File: config.mk
export PLATFORM = sky130hd
export DESIGN_NAME = first_fit_block_allocator_unit
export DESIGN_NICKNAME = d
export VERILOG_FILES = /design/src/design/ffba_pkg.sv /design/src/design/ffba_ctrl.sv /design/src/design/ffba_datapath.sv /design/src/design/first_fit_block_allocator_unit.sv
export SDC_FILE = /design/constraint.sdc
export NUM_CORES = 2
export LEC_CHECK = 0
export BUFFER_PORTS_ARGS = -buffer_cell sky130_fd_sc_hd__buf_2
export CORE_ASPECT_RATIO = 0.9
export CORE_MARGIN = 2
export CORE_UTILIZATION = 36
export CTS_CLUSTER_DIAMETER = 50
export DETAILED_ROUTE_END_ITERATION = 8
export GPL_ROUTABILITY_DRIVEN = 0
export PLACE_DENSITY = 0.53
export SLEW_MARGIN = 20
export SYNTH_ARGS = -nofsm -noshare
export SYNTH_HDL_FRONTEND = slang
export SYNTH_SLANG_ARGS = --single-unit
File: constraint.sdc
create_clock -name clk -period 9.7 [get_ports clk]
set_clock_uncertainty 0.2 [all_clocks]
set_input_delay 0.485 -clock clk [delete_from_list [all_inputs] [get_ports clk]]
set_output_delay 0.485 -clock clk [all_outputs]
set_load 0.1 [all_outputs]
File: src/design/ffba_pkg.sv
// ffba_pkg: shared types and codes for the first-fit block allocator
// holds item structs, command/status codes and controller/datapath links
// no dependencies
`default_nettype none

package ffba_pkg;

	// default sizes
	localparam int MEM_CELLS_DEF   = 128;
	localparam int HANDLE_BITS_DEF = 16;

	// pool size register reset value
	localparam logic [7:0] POOL_RESET = 8'd128;

	// command codes
	localparam logic [1:0] CMD_ALLOC  = 2'd0;
	localparam logic [1:0] CMD_ERASE  = 2'd1;
	localparam logic [1:0] CMD_DEFRAG = 2'd2;

	// result status codes
	localparam logic [1:0] ST_ALLOCATED     = 2'd0;
	localparam logic [1:0] ST_NO_SPACE      = 2'd1;
	localparam logic [1:0] ST_ILLEGAL_ERASE = 2'd2;

	// request item
	typedef struct packed {
		logic [1:0]  cmd;
		logic [7:0]  alloc_size;
		logic [15:0] erase_handle;
	} ffba_in_t;

	// result item
	typedef struct packed {
		logic [1:0]  status;
		logic [15:0] handle;
	} ffba_out_t;

	// controller to datapath commands
	typedef struct packed {
		logic       clear_step;
		logic       start;
		logic       scan;
		logic       fill_step;
		logic       zero_step;
		logic       post;
		logic [1:0] post_status;
	} ffba_ctl_t;

	// datapath to controller status
	typedef struct packed {
		logic [1:0] cmd;
		logic       alloc_bad;
		logic       hit;
		logic       scan_done;
		logic       found;
		logic       fill_last;
		logic       zero_done;
		logic       clear_last;
		logic       out_free;
	} ffba_sts_t;

endpackage

`default_nettype wire

File: src/design/ffba_ctrl.sv
// ffba_ctrl: sequencer for clear, scan, fill, zero and result posting
// depends on ffba_pkg for command/status structs and codes
`default_nettype none

module ffba_ctrl (
	input  wire                  clk,
	input  wire                  arst_n,
	input  wire                  req_valid,
	output logic                 req_stall,
	input  ffba_pkg::ffba_sts_t  sts,
	output ffba_pkg::ffba_ctl_t  ctl
);
	import ffba_pkg::*;

	typedef enum logic [2:0] {
		S_CLEAR,
		S_IDLE,
		S_SCAN,
		S_FILL,
		S_ZERO,
		S_POST
	} state_t;

	state_t     state_q;
	state_t     state_d;
	logic [1:0] post_q;
	logic [1:0] post_d;

	// next state and commands
	always_comb begin
		state_d = state_q;
		post_d  = post_q;
		ctl     = '0;
		ctl.post_status = post_q;
		unique case (state_q)
			S_CLEAR: begin
				ctl.clear_step = 1'b1;
				if (sts.clear_last) begin
					state_d = S_IDLE;
				end
			end
			S_IDLE: begin
				if (req_valid) begin
					ctl.start = 1'b1;
					state_d   = S_SCAN;
				end
			end
			S_SCAN: begin
				ctl.scan = 1'b1;
				unique case (sts.cmd)
					CMD_ALLOC: begin
						priority if (sts.alloc_bad) begin
							post_d  = ST_NO_SPACE;
							state_d = S_POST;
						end else if (sts.hit) begin
							state_d = S_FILL;
						end else if (sts.scan_done) begin
							post_d  = ST_NO_SPACE;
							state_d = S_POST;
						end
					end
					CMD_ERASE: begin
						if (sts.scan_done) begin
							post_d  = ST_ILLEGAL_ERASE;
							state_d = sts.found ? S_IDLE : S_POST;
						end
					end
					CMD_DEFRAG: begin
						if (sts.scan_done) begin
							state_d = S_ZERO;
						end
					end
					default: begin
						state_d = S_IDLE;
					end
				endcase
			end
			S_FILL: begin
				ctl.fill_step = 1'b1;
				if (sts.fill_last) begin
					post_d  = ST_ALLOCATED;
					state_d = S_POST;
				end
			end
			S_ZERO: begin
				if (sts.zero_done) begin
					state_d = S_IDLE;
				end else begin
					ctl.zero_step = 1'b1;
				end
			end
			S_POST: begin
				if (sts.out_free) begin
					ctl.post = 1'b1;
					state_d  = S_IDLE;
				end
			end
			default: begin
				state_d = S_IDLE;
			end
		endcase
	end

	// state and registered outputs
	always_ff @(posedge clk or negedge arst_n) begin
		if (!arst_n) begin
			state_q <= S_CLEAR;
			post_q  <= ST_NO_SPACE;
		end else begin
			state_q <= state_d;
			post_q  <= post_d;
		end
	end

	// new item taken only between commands
	assign req_stall = (state_q != S_IDLE);

`ifndef SYNTHESIS
	// a result is never posted over one still waiting
	a_post_free: assert property (@(posedge clk) disable iff (!arst_n)
		ctl.post |-> sts.out_free)
		else $error("result posted while output register busy");

	// a new item is only started from idle, and start always leads into scan
	a_start_idle: assert property (@(posedge clk) disable iff (!arst_n)
		ctl.start |=> (state_q == S_SCAN))
		else $error("start did not enter scan");

	// fill is only entered on an alloc hit
	a_fill_entry: assert property (@(posedge clk) disable iff (!arst_n)
		(state_q == S_SCAN && state_d == S_FILL) |-> (sts.hit && !sts.alloc_bad))
		else $error("fill entered without a free run");
`endif

endmodule

`default_nettype wire

File: src/design/ffba_datapath.sv
// ffba_datapath: cell owner memory, scan pointers, handle counter, result register
// depends on ffba_pkg for item structs, command/status structs and codes
`default_nettype none

module ffba_datapath #(
	parameter int MEM_CELLS   = ffba_pkg::MEM_CELLS_DEF,
	parameter int HANDLE_BITS = ffba_pkg::HANDLE_BITS_DEF
) (
	input  wire                  clk,
	input  wire                  arst_n,
	input  wire                  cfg_we,
	input  wire  [7:0]           cfg_wdata,
	input  ffba_pkg::ffba_in_t   req_item,
	input  ffba_pkg::ffba_ctl_t  ctl,
	output ffba_pkg::ffba_sts_t  sts,
	input  wire                  rsp_stall,
	output logic                 rsp_valid,
	output ffba_pkg::ffba_out_t  rsp_item
);
	import ffba_pkg::*;

	localparam int CNT_W = $clog2(MEM_CELLS + 1);
	localparam int CW    = (CNT_W > 8) ? CNT_W : 8;
	localparam int AW    = (MEM_CELLS > 1) ? $clog2(MEM_CELLS) : 1;
	localparam int CMP_W = (HANDLE_BITS > 16) ? HANDLE_BITS : 16;

	localparam logic [CW-1:0]          MEM_LIM  = CW'(MEM_CELLS);
	localparam logic [CW-1:0]          LAST_IDX = CW'(MEM_CELLS - 1);
	localparam logic [HANDLE_BITS-1:0] HMAX     = {HANDLE_BITS{1'b1}};

	// cell owner memory
	logic [HANDLE_BITS-1:0] mem [MEM_CELLS];

	logic [7:0]             pool_q;
	logic [HANDLE_BITS-1:0] next_handle_q;
	logic [1:0]             cmd_q;
	logic [7:0]             size_q;
	logic [15:0]            ehandle_q;
	logic [CW-1:0]          rd_addr_q;
	logic [CW-1:0]          wptr_q;
	logic [CW-1:0]          run_q;
	logic [CW-1:0]          fill_end_q;
	logic                   found_q;
	logic                   eval_s1;
	logic [CW-1:0]          idx_s1;
	logic [HANDLE_BITS-1:0] rdata_s1;
	logic                   out_valid_q;
	ffba_out_t              out_item_q;

	logic [CW-1:0]          pool_ext;
	logic [CW-1:0]          cells;
	logic [CW-1:0]          size_ext;
	logic [CW-1:0]          run_inc;
	logic [CW-1:0]          fill_start;
	logic                   rd_issue;
	logic                   data_free;
	logic                   hit;
	logic                   erase_hit;
	logic                   pack;
	logic                   we;
	logic [CW-1:0]          waddr;
	logic [HANDLE_BITS-1:0] wdata;
	logic                   out_free;
	logic [CMP_W-1:0]       hx;

	// pool bound and scan decisions
	always_comb begin
		pool_ext   = CW'(pool_q);
		cells      = (pool_ext > MEM_LIM) ? MEM_LIM : pool_ext;
		size_ext   = CW'(size_q);
		run_inc    = run_q + CW'(1);
		fill_start = idx_s1 + CW'(1) - size_ext;
		rd_issue   = ctl.scan && (rd_addr_q < cells);
		data_free  = (rdata_s1 == '0);
		hit        = ctl.scan && eval_s1 && (cmd_q == CMD_ALLOC) && data_free
			&& (run_inc == size_ext);
		erase_hit  = eval_s1 && (cmd_q == CMD_ERASE) && !data_free
			&& (CMP_W'(rdata_s1) == CMP_W'(ehandle_q));
		pack       = eval_s1 && (cmd_q == CMD_DEFRAG) && !data_free;
		hx         = CMP_W'(next_handle_q);
		out_free   = !out_valid_q || !rsp_stall;
	end

	// memory write port select
	always_comb begin
		we    = 1'b0;
		waddr = wptr_q;
		wdata = '0;
		priority if (ctl.clear_step || ctl.zero_step) begin
			we = 1'b1;
		end else if (ctl.fill_step) begin
			we    = 1'b1;
			wdata = next_handle_q;
		end else if (erase_hit) begin
			we    = 1'b1;
			waddr = idx_s1;
		end else if (pack) begin
			we    = 1'b1;
			wdata = rdata_s1;
		end
	end

	// memory ports
	always_ff @(posedge clk) begin
		if (we) begin
			mem[waddr[AW-1:0]] <= wdata;
		end
		if (rd_issue) begin
			rdata_s1 <= mem[rd_addr_q[AW-1:0]];
		end
	end

	// item latch and scan stage payload
	always_ff @(posedge clk) begin
		if (ctl.start) begin
			cmd_q     <= req_item.cmd;
			size_q    <= req_item.alloc_size;
			ehandle_q <= req_item.erase_handle;
		end
		idx_s1 <= rd_addr_q;
		if (hit) begin
			fill_end_q <= idx_s1;
		end
	end

	// config, handle counter and scan control
	always_ff @(posedge clk or negedge arst_n) begin
		if (!arst_n) begin
			pool_q        <= POOL_RESET;
			next_handle_q <= HANDLE_BITS'(1);
			rd_addr_q     <= '0;
			wptr_q        <= '0;
			run_q         <= '0;
			found_q       <= 1'b0;
			eval_s1       <= 1'b0;
		end else begin
			if (cfg_we) begin
				pool_q <= cfg_wdata;
			end
			if (ctl.post && (ctl.post_status == ST_ALLOCATED)) begin
				next_handle_q <= (next_handle_q >= HMAX) ? HANDLE_BITS'(1)
					: next_handle_q + HANDLE_BITS'(1);
			end
			eval_s1 <= rd_issue;
			if (ctl.start) begin
				rd_addr_q <= '0;
				wptr_q    <= '0;
				run_q     <= '0;
				found_q   <= 1'b0;
			end else begin
				if (rd_issue) begin
					rd_addr_q <= rd_addr_q + CW'(1);
				end
				if (eval_s1) begin
					run_q <= data_free ? run_inc : '0;
				end
				if (erase_hit) begin
					found_q <= 1'b1;
				end
				if (hit) begin
					wptr_q <= fill_start;
				end else if (ctl.clear_step || ctl.fill_step || ctl.zero_step || pack) begin
					wptr_q <= wptr_q + CW'(1);
				end
			end
		end
	end

	// result register
	always_ff @(posedge clk or negedge arst_n) begin
		if (!arst_n) begin
			out_valid_q <= 1'b0;
		end else if (ctl.post) begin
			out_valid_q <= 1'b1;
		end else if (!rsp_stall) begin
			out_valid_q <= 1'b0;
		end
	end

	always_ff @(posedge clk) begin
		if (ctl.post) begin
			out_item_q.status <= ctl.post_status;
			out_item_q.handle <= (ctl.post_status == ST_ALLOCATED) ? hx[15:0] : 16'd0;
		end
	end

	assign rsp_valid = out_valid_q;
	assign rsp_item  = out_item_q;

	// status to controller
	always_comb begin
		sts            = '0;
		sts.cmd        = cmd_q;
		sts.alloc_bad  = (size_q == 8'd0) || (size_ext > cells);
		sts.hit        = hit;
		sts.scan_done  = (rd_addr_q >= cells) && !eval_s1;
		sts.found      = found_q;
		sts.fill_last  = (wptr_q == fill_end_q);
		sts.zero_done  = (wptr_q >= cells);
		sts.clear_last = (wptr_q == LAST_IDX);
		sts.out_free   = out_free;
	end

`ifndef SYNTHESIS
	// every memory write lands inside the array
	a_wr_range: assert property (@(posedge clk) disable iff (!arst_n)
		we |-> (waddr < MEM_LIM))
		else $error("memory write outside the cell array");

	// reads stay inside the configured pool
	a_rd_range: assert property (@(posedge clk) disable iff (!arst_n)
		rd_issue |-> (rd_addr_q < cells))
		else $error("scan read beyond the pool");

	// handle zero is never issued
	a_handle_nz: assert property (@(posedge clk) disable iff (!arst_n)
		next_handle_q != '0)
		else $error("handle counter reached zero");

	// fill never runs past the end of the found run
	a_fill_bound: assert property (@(posedge clk) disable iff (!arst_n)
		ctl.fill_step |-> (wptr_q <= fill_end_q))
		else $error("fill pointer past end of run");
`endif

endmodule

`default_nettype wire

File: src/design/first_fit_block_allocator_unit.sv
// first_fit_block_allocator_unit: top level of the first-fit block allocator
// instantiates ffba_ctrl and ffba_datapath, types from ffba_pkg
//
// Usage: a request item (cmd, alloc_size, erase_handle) is taken when req_valid
// is high and req_stall is low. Alloc always returns one result item (status,
// handle); erase returns one only when no cell held the handle; defragment and
// the unused command return none. Results leave on rsp_valid/rsp_stall from an
// output register, so a waiting result does not block the next request.
// With P = min(pool_size, MEM_CELLS): every command scans the pool at one cell
// per cycle through the single read port. Alloc adds one write per requested
// cell; defragment adds one write per free cell after packing, up to P more.
// The pool_size register must be written through cfg_we/cfg_wdata only while
// idle; the block itself does not enforce this.
// Reset: arst_n clears control state, sets pool_size to 128 and the handle
// counter to 1, then a clearing pass over all MEM_CELLS cells zeroes the cell
// memory with req_stall held high. A stalled result holds until taken; a
// result that must post while the output register is full waits for it.
`default_nettype none

module first_fit_block_allocator_unit #(
	parameter int MEM_CELLS   = ffba_pkg::MEM_CELLS_DEF,
	parameter int HANDLE_BITS = ffba_pkg::HANDLE_BITS_DEF
) (
	input  wire                 clk,
	input  wire                 arst_n,
	input  wire                 cfg_we,
	input  wire  [7:0]          cfg_wdata,
	input  wire                 req_valid,
	output logic                req_stall,
	input  ffba_pkg::ffba_in_t  req_item,
	output logic                rsp_valid,
	input  wire                 rsp_stall,
	output ffba_pkg::ffba_out_t rsp_item
);
	import ffba_pkg::*;

	ffba_ctl_t ctl;
	ffba_sts_t sts;

	// sequencer
	ffba_ctrl u_ctrl (
		.clk       (clk),
		.arst_n    (arst_n),
		.req_valid (req_valid),
		.req_stall (req_stall),
		.sts       (sts),
		.ctl       (ctl)
	);

	// memory and result datapath
	ffba_datapath #(
		.MEM_CELLS   (MEM_CELLS),
		.HANDLE_BITS (HANDLE_BITS)
	) u_datapath (
		.clk       (clk),
		.arst_n    (arst_n),
		.cfg_we    (cfg_we),
		.cfg_wdata (cfg_wdata),
		.req_item  (req_item),
		.ctl       (ctl),
		.sts       (sts),
		.rsp_stall (rsp_stall),
		.rsp_valid (rsp_valid),
		.rsp_item  (rsp_item)
	);

endmodule

`default_nettype wire

==> run_results.csv <==
group,metric,value,unit
critical_path,worst-r2r-setup-slack,4.03,ns
sta,max_freq,0.1763,GHz
yosys,yosysTopAreaCellShare,74.20,%
clock_tree,tritoncts,"yes",
clock_tree,cts.sinks,2180,
yosys,netlist_instances,3944,
route,viasPerCell,5.478,
critical_path,critical_path_buf_inv_count,3,
finish,fin_area,99520,um^2
finish,count_of_nets_after_finishing,4358,
yosys,synthFlopType,"sky130_fd_sc_hd__edfxtp_1",
critical_path,rr_startpoint,"u_datapath.pool_ext[7]",
yosys,number_of_warnings_reported_in_the_yosys_synthesis_log,0,
yosys,synth-compound-area-share,1.731,%
critical_path,timing.critical_path.arrival,6.05,ns
yosys,synthMuxAreaShare,17.18,%
critical_path,slowest_stage,"sky130_fd_sc_hd__o2bb2ai_1",
sta,final.setup.tns,0,ns
route,detail_route.first_pass.iterations,5,
clock_tree,root_buffer,"sky130_fd_sc_hd__clkbuf_16",
die,die_area,241800,um^2
power_and_ir_drop,vdd_ir_drop_max,0.2080,mV
sta,relSlewSlack,16.03,%
worst_hold_path,hp-class,"in2async",
global_routing,overflow,0,
global_routing,grt_max_degree,129,
clock_tree,post-cts-setup-buffer-count,0,
critical_path,required_time_reported_for_the_critical_path_endpoint,10.08,ns
global_routing,wire_length_of_the_first_global_routing_pass,322800,um
route,via_count,41865,
run_status,run_status,"complete, no violations",
critical_path,critical_path_class,"reg2reg",
sta,worst_hold_slack,0.1332,ns
sta,min_period_over_period,58.49,%
yosys,post_synth_main_area_contributors,"sky130_fd_sc_hd__edfxtp_1 (74%), sky130_fd_sc_hd__mux4_2 (15%), sky130_fd_sc_hd__mux2i_1 (1.6%), sky130_fd_sc_hd__dfrtp_1 (1.5%), sky130_fd_sc_hd__ha_1 (0.60%)",
yosys,async_reset_ff_share,2.569,%
yosys,ys_seq_area_share,76.02,%
yosys,synth_top_family_by_area,"multiplexers",
placed_design,numPlacedInstances,7156,
die,ios,59,
die,row_count,169,
critical_path,setup.worst_path.end_class,"register",
sta,tightestPinTransition,1.259,ns
yosys,synth_cell_type_count,69,
clock_tree,cts.reportedPaths.clkPinSlew,0.06,ns
clock_tree,postCtsHoldBufs,46,
route,antenna_violating_nets_post_route,0,
finish,ratio_of_cells_with_drive_above_1_in_the_final_layout,30.03,%
sta,final.min_clock_period,5.673,ns
placed_design,port_buffers,58,
route,drcViolationCount,0,
finish,n_fill_cell,20513,
yosys,post_synth_fa_ha_maj_area_fraction,0.6224,%
critical_path,worst_setup_sp_type,"register",
critical_path,path_cells,"clkinv_1 -> nand2_1 -> ha_1 -> o21a_1 -> nor2_1 -> o311ai_2 -> nand4_1 -> o2bb2ai_1 -> o21ai_2 -> buf_4 -> nor2_1 -> buf_4",
yosys,netlist_area,85640,um^2
yosys,yosys_register_bits,2180,
finish,finalCoreUtilization,42.17,%
clock_tree,max-clock-path-buffers,3,
finish,most-common-layout-cells,"sky130_fd_sc_hd__edfxtp_1 (2116), sky130_fd_sc_hd__mux4_2 (581), sky130_fd_sc_hd__clkbuf_16 (242)",
route,drt_first_iter_violations,4685,
global_routing,grt_pass1_vias,41569,
yosys,syn_avg_cell_area,21.71,um^2
die,die_width,518.1,um
finish,post_layout_nonfiller_instances,7643,
critical_path,timing.rr.end,"u_datapath.mem[11][15]",
sta,hold_viol,0,
sta,slew_violations,0,
die,placeable_area,236000,um^2
yosys,synth-edff-count,2116,
sta,grt_setup_unrepaired,"no",
yosys,synthesis.nets,4025,
global_routing,grt_usage,18.63,%
yosys,synth-simple-area-share,2.691,%
placed_design,total_placed_instance_area,91410,um^2
critical_path,crit_path_max_incr_delay,0.85,ns
global_routing,grt_antenna_before_repair,5,
finish,area_growth,16.21,%
yosys,post_synth_xor_area_fraction,0.6545,%
critical_path,timing.critical_path.fanout_max,13,
route,wl_per_cell,29.73,um
route,postRouteWirelength,227200,um
die,die-height,466.7,um
sta,setup_viol,0,
critical_path,timing.critical_path.max_delay_family,"compound AO/OA/AOI/OAI gates",
finish,final_common_cell,"sky130_fd_sc_hd__edfxtp_1",
clock_tree,post_cts_resized,0,
yosys,synth_area_leader_cell,"sky130_fd_sc_hd__edfxtp_1",
job,cap_viol_max_count,0,
placed_design,place.detailed.hpwl,135800,um
clock_tree,htreeDepth,4,
power_and_ir_drop,cellPowerDensity,244.0,nW/um^2
clock_tree,worst_skew_pair.late_latency,0.88,ns
power_and_ir_drop,leakage,30.11,nW
clock_tree,cts-buffers-inserted,236,
die,start_util,36.29,%
critical_path,r2r_cells,12,
[synth_stat cells (39+ instances only)]
cell	count
sky130_fd_sc_hd__a21oi_1	50
sky130_fd_sc_hd__a22oi_1	55
sky130_fd_sc_hd__buf_1	39
sky130_fd_sc_hd__buf_2	44
sky130_fd_sc_hd__clkbuf_1	120
sky130_fd_sc_hd__dfrtp_1	53
sky130_fd_sc_hd__edfxtp_1	2116
sky130_fd_sc_hd__ha_1	41
sky130_fd_sc_hd__mux2i_1	135
sky130_fd_sc_hd__mux4_2	581
sky130_fd_sc_hd__nand2_1	95
sky130_fd_sc_hd__nand3_1	43
sky130_fd_sc_hd__nor2_1	115
sky130_fd_sc_hd__nor3_1	86
sky130_fd_sc_hd__xnor2_1	39
[sequential cells by signal, summed over array words and instances, names as in the netlist]
name                   cells
u_datapath.rsp_valid       1
u_datapath.rd_addr_q       8
u_datapath.size_ext        8
u_ctrl.post_q              2
u_datapath.found_q         1
u_datapath.rdata_s1       16
u_datapath.pool_ext        8
u_datapath.mem          2048
u_datapath.rsp_item       18
u_datapath.ehandle_q      16
u_datapath.run_q           8
u_datapath.eval_s1         1
u_datapath.fill_end_q      8
u_ctrl.state_q             3
u_datapath.wptr_q          8
u_datapath.hx             16
u_datapath.cmd_q           2
u_datapath.idx_s1          8
[cells by family after synthesis]
family                   count (synthesis)
AO/OA/AOI/OAI                          216
XOR/XNOR                                64
adder cells (fa/ha/maj)                 42
buffers and inverters                  234
flip-flops                            2180
multiplexers                           740
AND/OR/NAND/NOR                        468
[metal layers]
metal,share of wire (%),global-route usage [%],vias to the layer above
met5,0,0,-
met2,44,26.71,1499
li1,-,-,17340
met4,2.8,5.492,0
met3,6.9,3.312,295
met1,47,28.90,22731
[where the power goes]
part           leakage, nW  switching (W)  internal (W)
clock                 3.70        0.00370       0.00511
sequential            20.0       0.000208        0.0106
combinational         6.39        0.00294       0.00167
[stage by stage]
stage / total power [W] / setup slack, ns
5_1_grt: 0.02510 / 3.765
3_5_place_dp: 0.01568 / 4.103
2_1_floorplan: 0.01383 / 3.681
3_3_place_gp: 0.01566 / 4.021
4_1_cts: 0.02450 / 4.102
6_report: 0.02428 / 4.027
[final cells by class]
class                           instances  area (um^2)  area share, %
Inverter                               29        108.9         0.1094
Clock inverter                        141         1349          1.355
Antenna cell                            1        2.502       0.002514
Sequential cell                      2180        65120          65.44
Timing Repair Buffer                  300         2396          2.408
Tap cell                             3163         3958          3.977
Clock buffer                          299         6280          6.310
Multi-Input combinational cell       1530        20300          20.40
[worst max-delay path by stage]
stage | startpoint | endpoint | slack, ns | depth (start not counted)
2_1_floorplan | u_ctrl.state_q[2] | u_datapath.mem[0][10] | 3.68 | 9
4_1_cts | u_datapath.pool_ext[7] | u_datapath.mem[11][11] | 4.10 | 12
5_1_grt | u_datapath.pool_ext[7] | u_datapath.mem[11][7] | 3.77 | 12
6_report | u_datapath.pool_ext[7] | u_datapath.mem[11][15] | 4.03 | 12
3_5_place_dp | u_datapath.pool_ext[7] | u_datapath.mem[11][11] | 4.10 | 12
3_3_place_gp | u_datapath.pool_ext[7] | u_datapath.mem[3][13] | 4.02 | 11
[worst min-delay path, cell delays in order]
cell and delay [ns]:
sky130_fd_sc_hd__dlygate4sd3_1 0.53, sky130_fd_sc_hd__buf_2 0.10, sky130_fd_sc_hd__buf_4 0.60
Power figures use the tool's default switching activity.
